[src/design/wpbt_pkg.sv]
// Shared types and constants for the W' balance tracker.
// Used by wpbt_ctrl, wpbt_datapath and w_prime_balance_tracker; no dependencies.
`default_nettype none

package wpbt_pkg;

  // field widths
  localparam int unsigned TIME_W     = 24;
  localparam int unsigned POWER_W    = 12;
  localparam int unsigned CP_W       = 12;
  localparam int unsigned RC_W       = 16;
  localparam int unsigned LIMIT_W    = 16;
  localparam int unsigned BAL_W      = 32;
  localparam int unsigned TOTAL_W    = 16;

  // configuration port
  localparam int unsigned CFG_IDX_W  = 2;
  localparam int unsigned CFG_DATA_W = 16;
  localparam logic [CFG_IDX_W-1:0] CFG_CRITICAL_POWER   = 2'd0;
  localparam logic [CFG_IDX_W-1:0] CFG_RESERVE_CAPACITY = 2'd1;
  localparam logic [CFG_IDX_W-1:0] CFG_STOP_GAP_LIMIT   = 2'd2;

  localparam logic [CP_W-1:0]    CP_RESET    = 12'd250;
  localparam logic [RC_W-1:0]    RC_RESET    = 16'd20000;
  localparam logic [LIMIT_W-1:0] LIMIT_RESET = 16'd30;

  // datapath widths
  localparam int unsigned DT_W      = 16;                  // gap after range check
  localparam int unsigned PDIFF_W   = 12;                  // |P - CP|
  localparam int unsigned PROD_A_W  = PDIFF_W + DT_W;      // |P - CP| * dt
  localparam int unsigned MAG_W     = 33;                  // |W' - bal|
  localparam int unsigned MAG_LO_W  = 16;
  localparam int unsigned NUM_W     = PROD_A_W + MAG_W;    // dividend
  localparam int unsigned DIV_STEPS = (NUM_W + 1) / 2;     // two quotient bits a cycle
  localparam int unsigned DIV_W     = 2 * DIV_STEPS;
  localparam int unsigned REM_W     = RC_W + 1;
  localparam int unsigned WIDE_W    = NUM_W + 2;           // balance before saturation
  localparam int unsigned CMP_W     = BAL_W + 4;           // threshold compares

  typedef struct packed {
    logic [CP_W-1:0]    critical_power;
    logic [RC_W-1:0]    reserve_capacity;
    logic [LIMIT_W-1:0] stop_gap_limit;
  } cfg_t;

  typedef struct packed {
    logic load;      // capture input beat
    logic check;     // qualify point, update previous point, handle restart
    logic mul1;      // |P-CP|*dt and |W'-bal|
    logic mul_lo;    // low partial product
    logic mul_hi;    // high partial product
    logic div_step;  // two restoring divide steps
    logic bal;       // apply drain or recovery, saturate
    logic stat;      // update minimum and match count, load output
  } dp_cmd_t;

  typedef struct packed {
    logic sample_ok;
    logic drain;
    logic div_done;
    logic out_free;
  } dp_status_t;

endpackage

`default_nettype wire

[src/design/w_prime_balance_tracker.sv]
// W' balance tracker top level: configuration registers, sequencer and datapath.
// Instantiates wpbt_ctrl and wpbt_datapath; uses wpbt_pkg.
//
// Usage: power points arrive on the input channel (in_valid_i / in_stall_o) as
// start_ride_i, time_offset_i and power_watts_i. Each qualifying point yields one
// beat on the output channel (out_valid_o / out_stall_i) carrying the new W'
// balance, the running minimum and the match count; restart, disabled and
// skipped points yield nothing. One point is worked on at a time; the next is
// taken once the sequencer is back in idle. A point that yields no sample
// stops after the check; a point above CP goes on to the balance update; a
// recovery point also runs the split multiply and the radix-4 restoring
// divider by W' on the 61-bit dividend.
// A finished sample sits in the output register; while the receiver stalls the
// sequencer holds in its last state, so at most one point waits behind it.
// Reset restores CP 250 W, W' 20000 J, gap limit 30 s, a full balance and
// cleared history. Configuration writes (cfg_we_i) are registered and
// belong only in idle periods.
`default_nettype none

module w_prime_balance_tracker import wpbt_pkg::*; #(
  parameter int unsigned FRACTION_BITS = 8,
  parameter int unsigned COUNT_BITS    = 16
) (
  input  logic                      clk_i,
  input  logic                      rst_ni,
  input  logic                      cfg_we_i,
  input  logic [CFG_IDX_W-1:0]      cfg_index_i,
  input  logic [CFG_DATA_W-1:0]     cfg_data_i,
  input  logic                      in_valid_i,
  output logic                      in_stall_o,
  input  logic                      start_ride_i,
  input  logic signed [TIME_W-1:0]  time_offset_i,
  input  logic [POWER_W-1:0]        power_watts_i,
  output logic                      out_valid_o,
  input  logic                      out_stall_i,
  output logic signed [TIME_W-1:0]  sample_time_o,
  output logic signed [BAL_W-1:0]   balance_q8_o,
  output logic [POWER_W-1:0]        sample_power_o,
  output logic [TOTAL_W-1:0]        match_total_o,
  output logic signed [BAL_W-1:0]   lowest_balance_q8_o
);

  cfg_t       cfg_q;
  dp_cmd_t    cmd;
  dp_status_t status;
  logic       idle;

  always_ff @(posedge clk_i or negedge rst_ni) begin
    if (!rst_ni) begin
      cfg_q.critical_power   <= CP_RESET;
      cfg_q.reserve_capacity <= RC_RESET;
      cfg_q.stop_gap_limit   <= LIMIT_RESET;
    end else if (cfg_we_i) begin
      unique case (cfg_index_i)
        CFG_CRITICAL_POWER:   cfg_q.critical_power   <= cfg_data_i[CP_W-1:0];
        CFG_RESERVE_CAPACITY: cfg_q.reserve_capacity <= cfg_data_i[RC_W-1:0];
        CFG_STOP_GAP_LIMIT:   cfg_q.stop_gap_limit   <= cfg_data_i[LIMIT_W-1:0];
        default: ;
      endcase
    end
  end

  wpbt_ctrl u_ctrl (
    .clk_i        (clk_i),
    .rst_ni       (rst_ni),
    .item_valid_i (in_valid_i),
    .status_i     (status),
    .cmd_o        (cmd),
    .idle_o       (idle)
  );

  wpbt_datapath #(
    .FRACTION_BITS (FRACTION_BITS),
    .COUNT_BITS    (COUNT_BITS)
  ) u_datapath (
    .clk_i               (clk_i),
    .rst_ni              (rst_ni),
    .cfg_i               (cfg_q),
    .cmd_i               (cmd),
    .status_o            (status),
    .start_ride_i        (start_ride_i),
    .time_offset_i       (time_offset_i),
    .power_watts_i       (power_watts_i),
    .out_stall_i         (out_stall_i),
    .out_valid_o         (out_valid_o),
    .sample_time_o       (sample_time_o),
    .balance_q8_o        (balance_q8_o),
    .sample_power_o      (sample_power_o),
    .match_total_o       (match_total_o),
    .lowest_balance_q8_o (lowest_balance_q8_o)
  );

  assign in_stall_o = !idle;

endmodule

`default_nettype wire

[src/design/wpbt_ctrl.sv]
// Sequencer for the W' balance tracker: one-hot state machine issuing datapath commands.
// Depends on wpbt_pkg for the command and status structs.
`default_nettype none

module wpbt_ctrl import wpbt_pkg::*; (
  input  logic       clk_i,
  input  logic       rst_ni,
  input  logic       item_valid_i,
  input  dp_status_t status_i,
  output dp_cmd_t    cmd_o,
  output logic       idle_o
);

  typedef enum logic [7:0] {
    ST_IDLE   = 8'b0000_0001,
    ST_CHECK  = 8'b0000_0010,
    ST_MUL1   = 8'b0000_0100,
    ST_MUL_LO = 8'b0000_1000,
    ST_MUL_HI = 8'b0001_0000,
    ST_DIV    = 8'b0010_0000,
    ST_BAL    = 8'b0100_0000,
    ST_STAT   = 8'b1000_0000
  } state_e;

  state_e state_q, state_d;

  always_comb begin
    state_d = state_q;
    cmd_o   = '0;
    unique case (state_q)
      ST_IDLE: begin
        cmd_o.load = item_valid_i;
        if (item_valid_i) state_d = ST_CHECK;
      end
      ST_CHECK: begin
        cmd_o.check = 1'b1;
        state_d = status_i.sample_ok ? ST_MUL1 : ST_IDLE;
      end
      ST_MUL1: begin
        cmd_o.mul1 = 1'b1;
        state_d = status_i.drain ? ST_BAL : ST_MUL_LO;
      end
      ST_MUL_LO: begin
        cmd_o.mul_lo = 1'b1;
        state_d = ST_MUL_HI;
      end
      ST_MUL_HI: begin
        cmd_o.mul_hi = 1'b1;
        state_d = ST_DIV;
      end
      ST_DIV: begin
        cmd_o.div_step = 1'b1;
        if (status_i.div_done) state_d = ST_BAL;
      end
      ST_BAL: begin
        cmd_o.bal = 1'b1;
        state_d = ST_STAT;
      end
      ST_STAT: begin
        // hold until the output register can take the beat
        cmd_o.stat = 1'b1;
        if (status_i.out_free) state_d = ST_IDLE;
      end
      default: state_d = ST_IDLE;
    endcase
  end

  always_ff @(posedge clk_i or negedge rst_ni) begin
    if (!rst_ni) begin
      state_q <= ST_IDLE;
    end else begin
      state_q <= state_d;
    end
  end

  assign idle_o = (state_q == ST_IDLE);

  assert property (@(posedge clk_i) disable iff (!rst_ni)
    (state_q == ST_IDLE) && item_valid_i |=> (state_q == ST_CHECK))
    else $error("accepted beat did not start a check");

  assert property (@(posedge clk_i) disable iff (!rst_ni)
    (state_q == ST_DIV) && !status_i.div_done |=> (state_q == ST_DIV))
    else $error("divider left before its last step");

endmodule

`default_nettype wire

[src/design/wpbt_datapath.sv]
// Datapath for the W' balance tracker: ride state, split multiplier, radix-4 divider,
// balance saturation, minimum and match statistics, output register. Uses wpbt_pkg.
`default_nettype none

module wpbt_datapath import wpbt_pkg::*; #(
  parameter int unsigned FRACTION_BITS = 8,
  parameter int unsigned COUNT_BITS    = 16
) (
  input  logic                      clk_i,
  input  logic                      rst_ni,
  input  cfg_t                      cfg_i,
  input  dp_cmd_t                   cmd_i,
  output dp_status_t                status_o,
  input  logic                      start_ride_i,
  input  logic signed [TIME_W-1:0]  time_offset_i,
  input  logic [POWER_W-1:0]        power_watts_i,
  input  logic                      out_stall_i,
  output logic                      out_valid_o,
  output logic signed [TIME_W-1:0]  sample_time_o,
  output logic signed [BAL_W-1:0]   balance_q8_o,
  output logic [POWER_W-1:0]        sample_power_o,
  output logic [TOTAL_W-1:0]        match_total_o,
  output logic signed [BAL_W-1:0]   lowest_balance_q8_o
);

  localparam int unsigned WQ_W = RC_W + FRACTION_BITS;
  localparam int unsigned CNT_EXT_W = (COUNT_BITS > TOTAL_W) ? COUNT_BITS : TOTAL_W;
  localparam int unsigned DIV_CNT_W = $clog2(DIV_STEPS);

  localparam logic signed [CMP_W-1:0] CMP_BAL_MAX = (CMP_W'(1) << (BAL_W - 1)) - CMP_W'(1);
  localparam logic signed [WIDE_W-1:0] WIDE_BAL_MAX =
    (WIDE_W'(1) << (BAL_W - 1)) - WIDE_W'(1);
  localparam logic signed [WIDE_W-1:0] WIDE_BAL_MIN = -(WIDE_W'(1) << (BAL_W - 1));
  localparam logic [CMP_W-1:0] RESET_WQ = CMP_W'(RC_RESET) << FRACTION_BITS;
  localparam logic [BAL_W-1:0] RESET_BAL =
    ($signed(RESET_WQ) > CMP_BAL_MAX) ? CMP_BAL_MAX[BAL_W-1:0] : RESET_WQ[BAL_W-1:0];

  // captured beat
  logic                     item_start_q;
  logic signed [TIME_W-1:0] item_time_q;
  logic [POWER_W-1:0]       item_power_q;

  // ride state
  logic signed [TIME_W-1:0] prior_time_q;
  logic                     prior_seen_q;
  logic signed [BAL_W-1:0]  bal_q, bal_d;
  logic signed [BAL_W-1:0]  lowest_q, lowest_d;
  logic                     seen_q, seen_d;
  logic                     armed_q, armed_d;
  logic [COUNT_BITS-1:0]    count_q, count_d;

  // working registers
  logic [DT_W-1:0]      dt_q;
  logic [PDIFF_W-1:0]   pdiff_q;
  logic                 drain_q;
  logic [PROD_A_W-1:0]  prod_a_q;
  logic [MAG_W-1:0]     mag_q;
  logic                 mag_neg_q;
  logic [DIV_W-1:0]     acc_q, acc_d;
  logic [REM_W-1:0]     rem_q, rem_d;
  logic [DIV_CNT_W-1:0] div_cnt_q;

  // output register
  logic                     out_valid_q;
  logic signed [TIME_W-1:0] out_time_q;
  logic signed [BAL_W-1:0]  out_bal_q;
  logic [POWER_W-1:0]       out_power_q;
  logic [TOTAL_W-1:0]       out_total_q;
  logic signed [BAL_W-1:0]  out_low_q;

  logic [WQ_W-1:0]          wq;
  logic signed [CMP_W-1:0]  wq_c;
  logic signed [CMP_W-1:0]  wq3_c;
  logic [BAL_W-1:0]         full_sat;
  logic signed [TIME_W:0]   dt_full;
  logic                     gap_ok;
  logic                     drain_now;
  logic                     out_free;
  logic                     commit;
  logic signed [CMP_W-1:0]  diff_c;
  logic signed [CMP_W-1:0]  bal_c;
  logic signed [CMP_W-1:0]  twice_c;
  logic signed [CMP_W-1:0]  quad_c;
  logic signed [WIDE_W-1:0] wide;
  logic signed [WIDE_W-1:0] wq_wide;
  logic signed [WIDE_W-1:0] bal_wide;
  logic [CNT_EXT_W-1:0]     count_ext;

  assign wq      = WQ_W'(cfg_i.reserve_capacity) << FRACTION_BITS;
  assign wq_c    = $signed(CMP_W'(wq));
  assign wq3_c   = wq_c + (wq_c <<< 1);
  assign full_sat = (wq_c > CMP_BAL_MAX) ? CMP_BAL_MAX[BAL_W-1:0] : wq_c[BAL_W-1:0];

  // point qualification
  assign dt_full = {item_time_q[TIME_W-1], item_time_q}
                 - {prior_time_q[TIME_W-1], prior_time_q};
  assign gap_ok  = prior_seen_q && !item_time_q[TIME_W-1] && !prior_time_q[TIME_W-1]
                && !dt_full[TIME_W] && (dt_full != '0)
                && (dt_full[TIME_W-1:0] <= TIME_W'(cfg_i.stop_gap_limit));
  assign drain_now = item_power_q > cfg_i.critical_power;

  assign out_free = !out_valid_q || !out_stall_i;
  assign commit   = cmd_i.stat && out_free;

  assign status_o.sample_ok = !item_start_q && (cfg_i.critical_power != '0)
                           && (cfg_i.reserve_capacity != '0) && gap_ok;
  assign status_o.drain     = drain_q;
  assign status_o.div_done  = (div_cnt_q == DIV_CNT_W'(DIV_STEPS - 1));
  assign status_o.out_free  = out_free;

  assign bal_c  = CMP_W'(bal_q);
  assign diff_c = wq_c - bal_c;

  // two restoring divide steps by W' in joules
  always_comb begin
    rem_d = rem_q;
    acc_d = acc_q;
    for (int i = 0; i < 2; i++) begin
      rem_d = {rem_d[REM_W-2:0], acc_d[DIV_W-1]};
      acc_d = {acc_d[DIV_W-2:0], 1'b0};
      if (rem_d >= REM_W'(cfg_i.reserve_capacity)) begin
        rem_d    = rem_d - REM_W'(cfg_i.reserve_capacity);
        acc_d[0] = 1'b1;
      end
    end
  end

  // new balance: drain or recovery, cap at W', saturate to 32 bits
  assign wq_wide  = $signed(WIDE_W'(wq));
  assign bal_wide = WIDE_W'(bal_q);
  always_comb begin
    if (drain_q) begin
      wide = bal_wide - $signed(WIDE_W'(prod_a_q) << FRACTION_BITS);
    end else if (mag_neg_q) begin
      wide = bal_wide - $signed(WIDE_W'(acc_q));
    end else begin
      wide = bal_wide + $signed(WIDE_W'(acc_q));
    end
    if (wide > wq_wide) wide = wq_wide;
    priority if (wide > WIDE_BAL_MAX) bal_d = WIDE_BAL_MAX[BAL_W-1:0];
    else if (wide < WIDE_BAL_MIN)     bal_d = WIDE_BAL_MIN[BAL_W-1:0];
    else                              bal_d = wide[BAL_W-1:0];
  end

  // statistics on the committed balance
  assign twice_c = bal_c <<< 1;
  assign quad_c  = bal_c <<< 2;
  always_comb begin
    seen_d   = 1'b1;
    lowest_d = lowest_q;
    armed_d  = armed_q;
    count_d  = count_q;
    if (!seen_q) begin
      lowest_d = bal_q;
      armed_d  = quad_c >= wq3_c;
    end else begin
      if (bal_q < lowest_q) lowest_d = bal_q;
      if (armed_q && (twice_c < wq_c)) begin
        if (!(&count_q)) count_d = count_q + COUNT_BITS'(1);
        armed_d = 1'b0;
      end else if (!armed_q && (quad_c > wq3_c)) begin
        armed_d = 1'b1;
      end
    end
  end
  assign count_ext = CNT_EXT_W'(count_d);

  always_ff @(posedge clk_i) begin
    if (cmd_i.load) begin
      item_start_q <= start_ride_i;
      item_time_q  <= time_offset_i;
      item_power_q <= power_watts_i;
    end
    if (cmd_i.check) begin
      dt_q    <= dt_full[DT_W-1:0];
      drain_q <= drain_now;
      pdiff_q <= drain_now ? (item_power_q - cfg_i.critical_power)
                           : (cfg_i.critical_power - item_power_q);
    end
    if (cmd_i.mul1) begin
      prod_a_q  <= PROD_A_W'(pdiff_q * dt_q);
      mag_neg_q <= diff_c[CMP_W-1];
      mag_q     <= diff_c[CMP_W-1] ? MAG_W'(-diff_c) : MAG_W'(diff_c);
    end
    if (cmd_i.mul_lo) begin
      acc_q <= DIV_W'(prod_a_q * mag_q[MAG_LO_W-1:0]);
      rem_q <= '0;
    end
    if (cmd_i.mul_hi) begin
      acc_q <= acc_q + (DIV_W'(prod_a_q * mag_q[MAG_W-1:MAG_LO_W]) << MAG_LO_W);
    end
    if (cmd_i.div_step) begin
      acc_q <= acc_d;
      rem_q <= rem_d;
    end
    if (commit) begin
      out_time_q  <= item_time_q;
      out_bal_q   <= bal_q;
      out_power_q <= item_power_q;
      out_total_q <= count_ext[TOTAL_W-1:0];
      out_low_q   <= lowest_d;
    end
  end

  always_ff @(posedge clk_i or negedge rst_ni) begin
    if (!rst_ni) begin
      prior_time_q <= '0;
      prior_seen_q <= 1'b0;
      bal_q        <= RESET_BAL;
      lowest_q     <= '0;
      seen_q       <= 1'b0;
      armed_q      <= 1'b0;
      count_q      <= '0;
      div_cnt_q    <= '0;
      out_valid_q  <= 1'b0;
    end else begin
      if (cmd_i.check) begin
        prior_time_q <= item_time_q;
        prior_seen_q <= 1'b1;
        if (item_start_q) begin
          bal_q    <= full_sat;
          lowest_q <= '0;
          seen_q   <= 1'b0;
          armed_q  <= 1'b0;
          count_q  <= '0;
        end
      end
      if (cmd_i.mul_lo) begin
        div_cnt_q <= '0;
      end else if (cmd_i.div_step && !status_o.div_done) begin
        div_cnt_q <= div_cnt_q + DIV_CNT_W'(1);
      end
      if (cmd_i.bal) bal_q <= bal_d;
      if (commit) begin
        lowest_q <= lowest_d;
        seen_q   <= seen_d;
        armed_q  <= armed_d;
        count_q  <= count_d;
      end
      // drop the beat once taken, load a new one when the sample commits
      if (commit) begin
        out_valid_q <= 1'b1;
      end else if (!out_stall_i) begin
        out_valid_q <= 1'b0;
      end
    end
  end

  assign out_valid_o         = out_valid_q;
  assign sample_time_o       = out_time_q;
  assign balance_q8_o        = out_bal_q;
  assign sample_power_o      = out_power_q;
  assign match_total_o       = out_total_q;
  assign lowest_balance_q8_o = out_low_q;

  assert property (@(posedge clk_i) disable iff (!rst_ni)
    cmd_i.bal |=> (CMP_W'(bal_q) <= wq_c))
    else $error("balance above full reserve after update");

  assert property (@(posedge clk_i) disable iff (!rst_ni)
    commit |=> out_valid_q)
    else $error("committed sample not presented");

  assert property (@(posedge clk_i) disable iff (!rst_ni)
    !cmd_i.check |=> (count_q >= $past(count_q)))
    else $error("match count fell without a restart");

endmodule

`default_nettype wire

[config.mk]
export PLATFORM = sky130hd
export DESIGN_NAME = w_prime_balance_tracker
export DESIGN_NICKNAME = d
export VERILOG_FILES = /design/src/design/wpbt_pkg.sv /design/src/design/w_prime_balance_tracker.sv /design/src/design/wpbt_ctrl.sv /design/src/design/wpbt_datapath.sv
export SDC_FILE = /design/constraint.sdc
export NUM_CORES = 2
export LEC_CHECK = 0
export ABC_AREA = 1
export BUFFER_PORTS_ARGS = -buffer_cell sky130_fd_sc_hd__buf_2
export CAP_MARGIN = 0
export CORE_ASPECT_RATIO = 2
export CORE_MARGIN = 3
export CORE_UTILIZATION = 30
export DETAILED_ROUTE_END_ITERATION = 10
export SKIP_CTS_REPAIR_TIMING = 1
export SYNTH_ARGS = -nofsm -noshare
export SYNTH_HDL_FRONTEND = slang
export SYNTH_SLANG_ARGS = --single-unit
[constraint.sdc]
create_clock -name clk_i -period 9.79 [get_ports clk_i]
set_clock_uncertainty 0.05 [all_clocks]
set_input_delay 0.979 -clock clk_i [delete_from_list [all_inputs] [get_ports clk_i]]
set_output_delay 0.979 -clock clk_i [all_outputs]
set_load 0.1 [all_outputs]
# Word-level counts from Yosys, hierarchy flattened
# Index checks and enable logic that the tools add are counted.
# op_classes
reduce_logical,41
add_sub_neg,14
mul,3
mux,56
n_lt_le_gt_ge,12
n_eq_ne,16
# op_table
operator,n
$mux W32,10
$mux W63,3
$mux W62,3
$mux W16,10
$pmux W8 S8,1
$add A32 B63 Y63,1
$gt A63 B25 Y1,1
$gt A63 B32 Y1 const B,1
$lt A63 B32 Y1 const B,1
$sub A32 B63 Y63,1
$add A62 B61 Y62,1
$mul A28 B17 Y45,1
$mul A28 B16 Y44,1
$sub A32 B37 Y38,1
$ge A17 B16 Y1,2
$ge A34 B27 Y1,1
$gt A34 B27 Y1,1
$lt A33 B25 Y1,1
$mux W33,1
$neg A33 Y33,1
$sub A25 B32 Y33,1
$lt A32 B32 Y1,1
$sub A16 B16 Y16,2
$gt A24 B31 Y1 const B,1
other kinds (41),94
# word_totals
inputBits,60
register_bits,487
word_cells,171

# Longest topological paths before layout
# logic_depth
depth_word,9
depth_mapped,50
mapped_depth_nobuf,49

# Cells and area by module
# A second synthesis with hierarchy kept.
# unflattened
cells_unflattened,10111
area_unflattened_um2,75358.5
# modules_own_cells
module,area_per_inst_um2,seq_area_each_um2,n_inst,cells_per_inst
wpbt_datapath,72919.9,12503.2,1,9831
w_prime_balance_tracker,1901.8,1119.8,1,198
wpbt_ctrl,536.8,201.4,1,82

# Least setup slack after synthesis
# Ideal clock, no wire load.
# synth_path
path_type,reg-to-reg
startpoint,register u_datapath.mag_q[23]
endpoint,"register u_datapath.acc_q[60], data pin"
required_time_ps,9486
setup_slack_ps,1953
period_less_slack_ps,7837
arrival_time_ps,7533
path_buffers,2
path_stages_with_launch,38
cell_sequence,edfxtp_1 -> clkbuf_1 -> clkbuf_1 -> nand2_1 -> fa_1 -> inv_1 -> fa_1 -> inv_1 -> fa_1 -> inv_1 -> fa_1 -> inv_1 -> fa_1 -> inv_1 -> fa_1 -> ha_1 -> a21oi_1 -> inv_1 -> [2 not listed] -> a21boi_0 -> inv_1 -> a21oi_1 -> xnor2_1 -> ha_1 -> nand2_1 -> nor2_1 -> inv_1 -> nor3_1 -> and3_1 -> a21oi_1 -> inv_1 -> a21oi_1 -> o31ai_1 -> a21oi_1 -> or2_2 -> nand3_1 -> nand2_1
# synth_via
elab_chain_cells,4
# synth_lines
element,line_no,rtl
from (decl),wpbt_datapath.sv:57,logic [MAG_W-1:0] mag_q;
from (signal assigned),wpbt_datapath.sv:183,mag_q <= diff_c[CMP_W-1] ? MAG_W'(-diff_c) : MAG_W'(diff_c);
$mul A28 B17 Y45,wpbt_datapath.sv:190,acc_q <= acc_q + (DIV_W'(prod_a_q * mag_q[MAG_W-1:MAG_LO_W]) << MAG_LO_W);
$add A62 B61 Y62,wpbt_datapath.sv:190,
$mux W62,wpbt_datapath.sv:189,if (cmd_i.mul_hi) begin
$mux W62,wpbt_datapath.sv:192,if (cmd_i.div_step) begin
to (signal assigned),wpbt_datapath.sv:186,acc_q <= DIV_W'(prod_a_q * mag_q[MAG_LO_W-1:0]);
to (signal assigned),wpbt_datapath.sv:190,
to (decl),wpbt_datapath.sv:59,"logic [DIV_W-1:0] acc_q, acc_d;"
# No other way between the ends.
# A chain may end at the register's enable or synchronous reset.

# Worst setup path after layout
# layout_path
startpoint,register u_datapath.prod_a_q[5]
endpoint,"register u_datapath.acc_q[60], data pin"
# layout_via
elab_chain_cells,4
# layout_lines
element,line_no,rtl
from (decl),wpbt_datapath.sv:56,logic [PROD_A_W-1:0] prod_a_q;
from (signal assigned),wpbt_datapath.sv:181,prod_a_q <= PROD_A_W'(pdiff_q * dt_q);
$mul A28 B17 Y45,wpbt_datapath.sv:190,
$add A62 B61 Y62,wpbt_datapath.sv:190,
$mux W62,wpbt_datapath.sv:189,
$mux W62,wpbt_datapath.sv:192,
# No other way between the ends.

==> flow_metrics.py <==
metrics = {
    "status": {
        "status": "complete, no violations",
    },
    "floorplanning": {
        "core_um2": 249000,
        "die-width_um": 360,
        "dieArea_um2": 257000,
        "die_h_um": 714,
        "fp-row-count": 259,
        "ios": 178,
        "initial_utilization_pct": 30.2,
    },
    "final_layout": {
        "final-instance-count-excl-fill": 13500,
        "drive_above_1_share_pct": 5.28,
        "layout.filler_cells": 26700,
        "nets": 11800,
        "synthToLayoutAreaGrowth_pct": 8.83,
        "final_area_um2": 81800,
    },
    "place": {
        "hpwl_um": 259000,
        "pre_cts_ws_ns": 0.726,
        "routabilityCongestion": 1.05,
        "place_inst": 13300,
        "port_buffers": 177,
        "placed_cell_area_um2": 80000,
    },
    "critical_path": {
        "cp.buffers_inverters": 7,
        "timing.reg2reg.setup_slack_ns": 0.52,
        "path_class": "reg -> reg",
        "worstSetupEndpointType": "flop",
        "r2r_cells": 34,
        "cp_data_required_time_ns": 10.15,
        "path_depth": 34,
        "critPathArrivalTime_ns": 9.62,
        "start_kind": "flop",
        "cp_slowest_stage_delay_ns": 0.84,
        "critPathMaxFanout": 13,
        "critPathTopFamily": "adder cells",
        "slowest_stage": "edfxtp_1",
    },
    "synth": {
        "synth_edf_count": 322,
        "synthTopCellsByArea": "fa_1, nand2_1, edfxtp_1, inv_1, ha_1",
        "synth_seq_cells": 487,
        "synth_cell_type_count": 67,
        "synthFlopType": "edfxtp_1",
        "netlist_instances": 10100,
        "yosys_warnings": 0,
        "synth_top_area_share_pct": 24.0,
        "synthesis.area_um2": 75200,
        "ys_async_sr_fraction_pct": 33.9,
        "synth_nets": 11700,
        "ys_seq_area_share_pct": 18.4,
        "avgSynthCellArea_um2": 7.45,
        "synth_top_area_cell": "fa_1",
    },
    "sta": {
        "fin_crit_sh_pct": 94.6,
        "fin_ws_ns": 0.524,
        "period_needed_ns": 9.27,
        "rsz0062_at_grt": "false",
        "tightest_slew_ns": 1.30,
        "relSlewSlack_pct": 12.7,
        "maxSlewViolCount": 0,
        "setup-violations-final": 0,
        "fin_setup_tns_ns": 0,
        "max_freq_mhz": 108,
        "hold_viol": 0,
    },
    "global_route": {
        "grt_usage_pct": 24.0,
        "grt_pass1_wl_um": 454000,
        "overflow": 0,
        "grt_pass1_vias": 71300,
        "antenna_found_initial": 16,
        "grt_start_max_net_pins": 75,
    },
    "hold_path": {
        "hold_class": "in -> async",
    },
    "route": {
        "vias": 68100,
        "drc": 0,
        "via_per_inst": 5.06,
        "drt_iter0_drc": 4308,
        "first_pass_iters": 7,
        "post_drt_wl_per_cell_um": 23.3,
        "routed_wl_um": 314000,
        "ant_nets": 0,
    },
    "flow_run": {
        "max_cap_violations": 0,
    },
    "clock_tree": {
        "cts_tree": "yes",
        "cts_sinks": 487,
        "htreeDepth": 2,
        "clkTransAtPathRegs_ns": 0.07,
        "cts_max_path_buffers": 3,
        "root_buffer": "clkbuf_16",
        "cts_made_buffers": 50,
        "insertion_delay_ns": 0.66,
    },
    "power": {
        "share_comb_of_total_power_pct": 73.4,
        "powerDensity_nw_per_um2": 247,
        "ir_worst_vdd_v": 0.00116,
        "p_sw_share_pct": 55.8,
        "leakage_uw": 0.0424,
        "p_sw_uw": 11300,
        "p_int_uw": 8920,
        "seqPwrFrac_pct": 16.4,
        "clkPwrFrac_pct": 10.2,
    },
}
## kinds of logic (layout without fill, tap and decap cells)
kind of cell | Yosys count | count (layout) | synth area share [%]
xor gates and xnor gates | 276 | 276 | 3.22
other | 1 | 9 | 0.00499
muxes | 3 | 3 | 0.0416
DFF | 487 | 487 | 18.4
buffers and inverters | 2570 | 2660 | 12.9
AOI/OAI and AO/OA | 1225 | 1225 | 8.91
adders and majority gates | 1558 | 1558 | 34.9
and+or+nand+nor | 3974 | 3974 | 21.6
## Yosys cell counts (16+ instances only)
master    number
nor4_1        46
clkbuf_1     281
buf_1         52
o21ai_1       16
fa_1         900
nand3b_1      31
xnor2_1       90
edfxtp_1     322
a31oi_1       47
inv_1       2212
o22ai_1       43
o21bai_1      29
nand4_1      117
a21oi_1      534
nor3_1        65
and2_1        35
nand3_1      301
xor2_1       186
dfstp_2       21
dfrtp_1      144
or2_2         30
ha_1         658
o21a_1        25
o21ai_0      429
nand2_1     2737
nor2_1       560
## flip-flops by register name, summed over array words and instances (netlist names), 16 cells and up
register	flops
cfg_q	44
u_datapath.acc_q	62
u_datapath.bal_q	32
u_datapath.balance_q8_o	32
u_datapath.count_q	16
u_datapath.dt_q	16
u_datapath.item_time_q	24
u_datapath.lowest_balance_q8_o	32
u_datapath.lowest_q	32
u_datapath.mag_q	33
u_datapath.match_total_o	16
u_datapath.prior_time_q	24
u_datapath.prod_a_q	28
u_datapath.rem_q	16
u_datapath.sample_time_o	24
## layout by cell type (no fill, tap or decap), drive strengths merged, types with 8 or more instances in the layout
cell       n
dfstp     21
o211ai    13
o21bai    29
a21boi     8
fa       900
nor3      71
nand2   2751
a21oi    536
a211oi    12
clkbuf    66
nand3    307
or2       31
nand3b    31
and2      36
o21ai    446
dfrtp    144
inv     2228
diode      8
nand4    117
clkinv    15
o21a      25
o22ai     43
a32oi     11
edfxtp   322
xnor2     90
a31oi     47
o31ai     10
nor4      46
a21o      14
buf      345
xor2     186
ha       658
nor2     572
## final cells by class
cell class              count  area, um2  area share (%)
multi-input cells        7037      51700            63.2
clock buffers              65       1360            1.66
flip-flops and latches    487      13800            16.9
diodes                      8       20.0          0.0245
clock inverters            28        317           0.387
inverters                2221       8340            10.2
repair buffers            346       2180            2.67
well taps                3262       4080            4.99
## power groups by stage
stage	Clock, uW	Sequential (uW)	Combinational [uW]
final	2060	3310	14800
after global routing	2160	3330	16400
after CTS	2110	3330	14800
after detailed placement	0	3370	14700
after global placement	0	3360	14600
after floorplan	0	3290	10100
## metrics by stage
step / hold WS [ns] / util (%) / power (uW)
final: 0.278 / 32.8 / 20200
after global routing: 0.312 / 32.8 / 21900
after CTS: 0.279 / 32.8 / 20300
after detailed placement: 0.386 / 32.1 / 18100
after global placement: 0.390 / 32.1 / 18000
after floorplan: 0.373 / - / 13300
## per-layer routing
metal / wire (um) / track usage [%]
met1: 92900 / 20.7
met2: 165000 / 45.0
met3: 14400 / 3.37
met4: 42000 / 26.0
met5: 96 / 0
## path summary, 6_finish.rpt
check / start / endpoint
min in group clk_i: u_datapath.prior_seen_q / u_datapath.prior_seen_q
setup reg to reg: u_datapath.prod_a_q[5] / u_datapath.acc_q[60]
max in group asynchronous: rst_ni / u_datapath.prior_time_q[4]
setup / recovery: u_datapath.prod_a_q[5] / u_datapath.acc_q[60]
hold reg to reg: u_datapath.prior_seen_q / u_datapath.prior_seen_q
hold / removal: rst_ni / u_datapath.count_q[0]
## worst register-to-register path: cells and delay by family (launching register included)
family,cells,cell delay [ns]
AOI/OAI and AO/OA,10,2.29
DFF,1,0.84
and+or+nand+nor,8,1.09
adders and majority gates,8,3.89
xor gates and xnor gates,1,0.14
buffers and inverters,7,0.72
No activity file was read; power rests on OpenSTA's default activity.
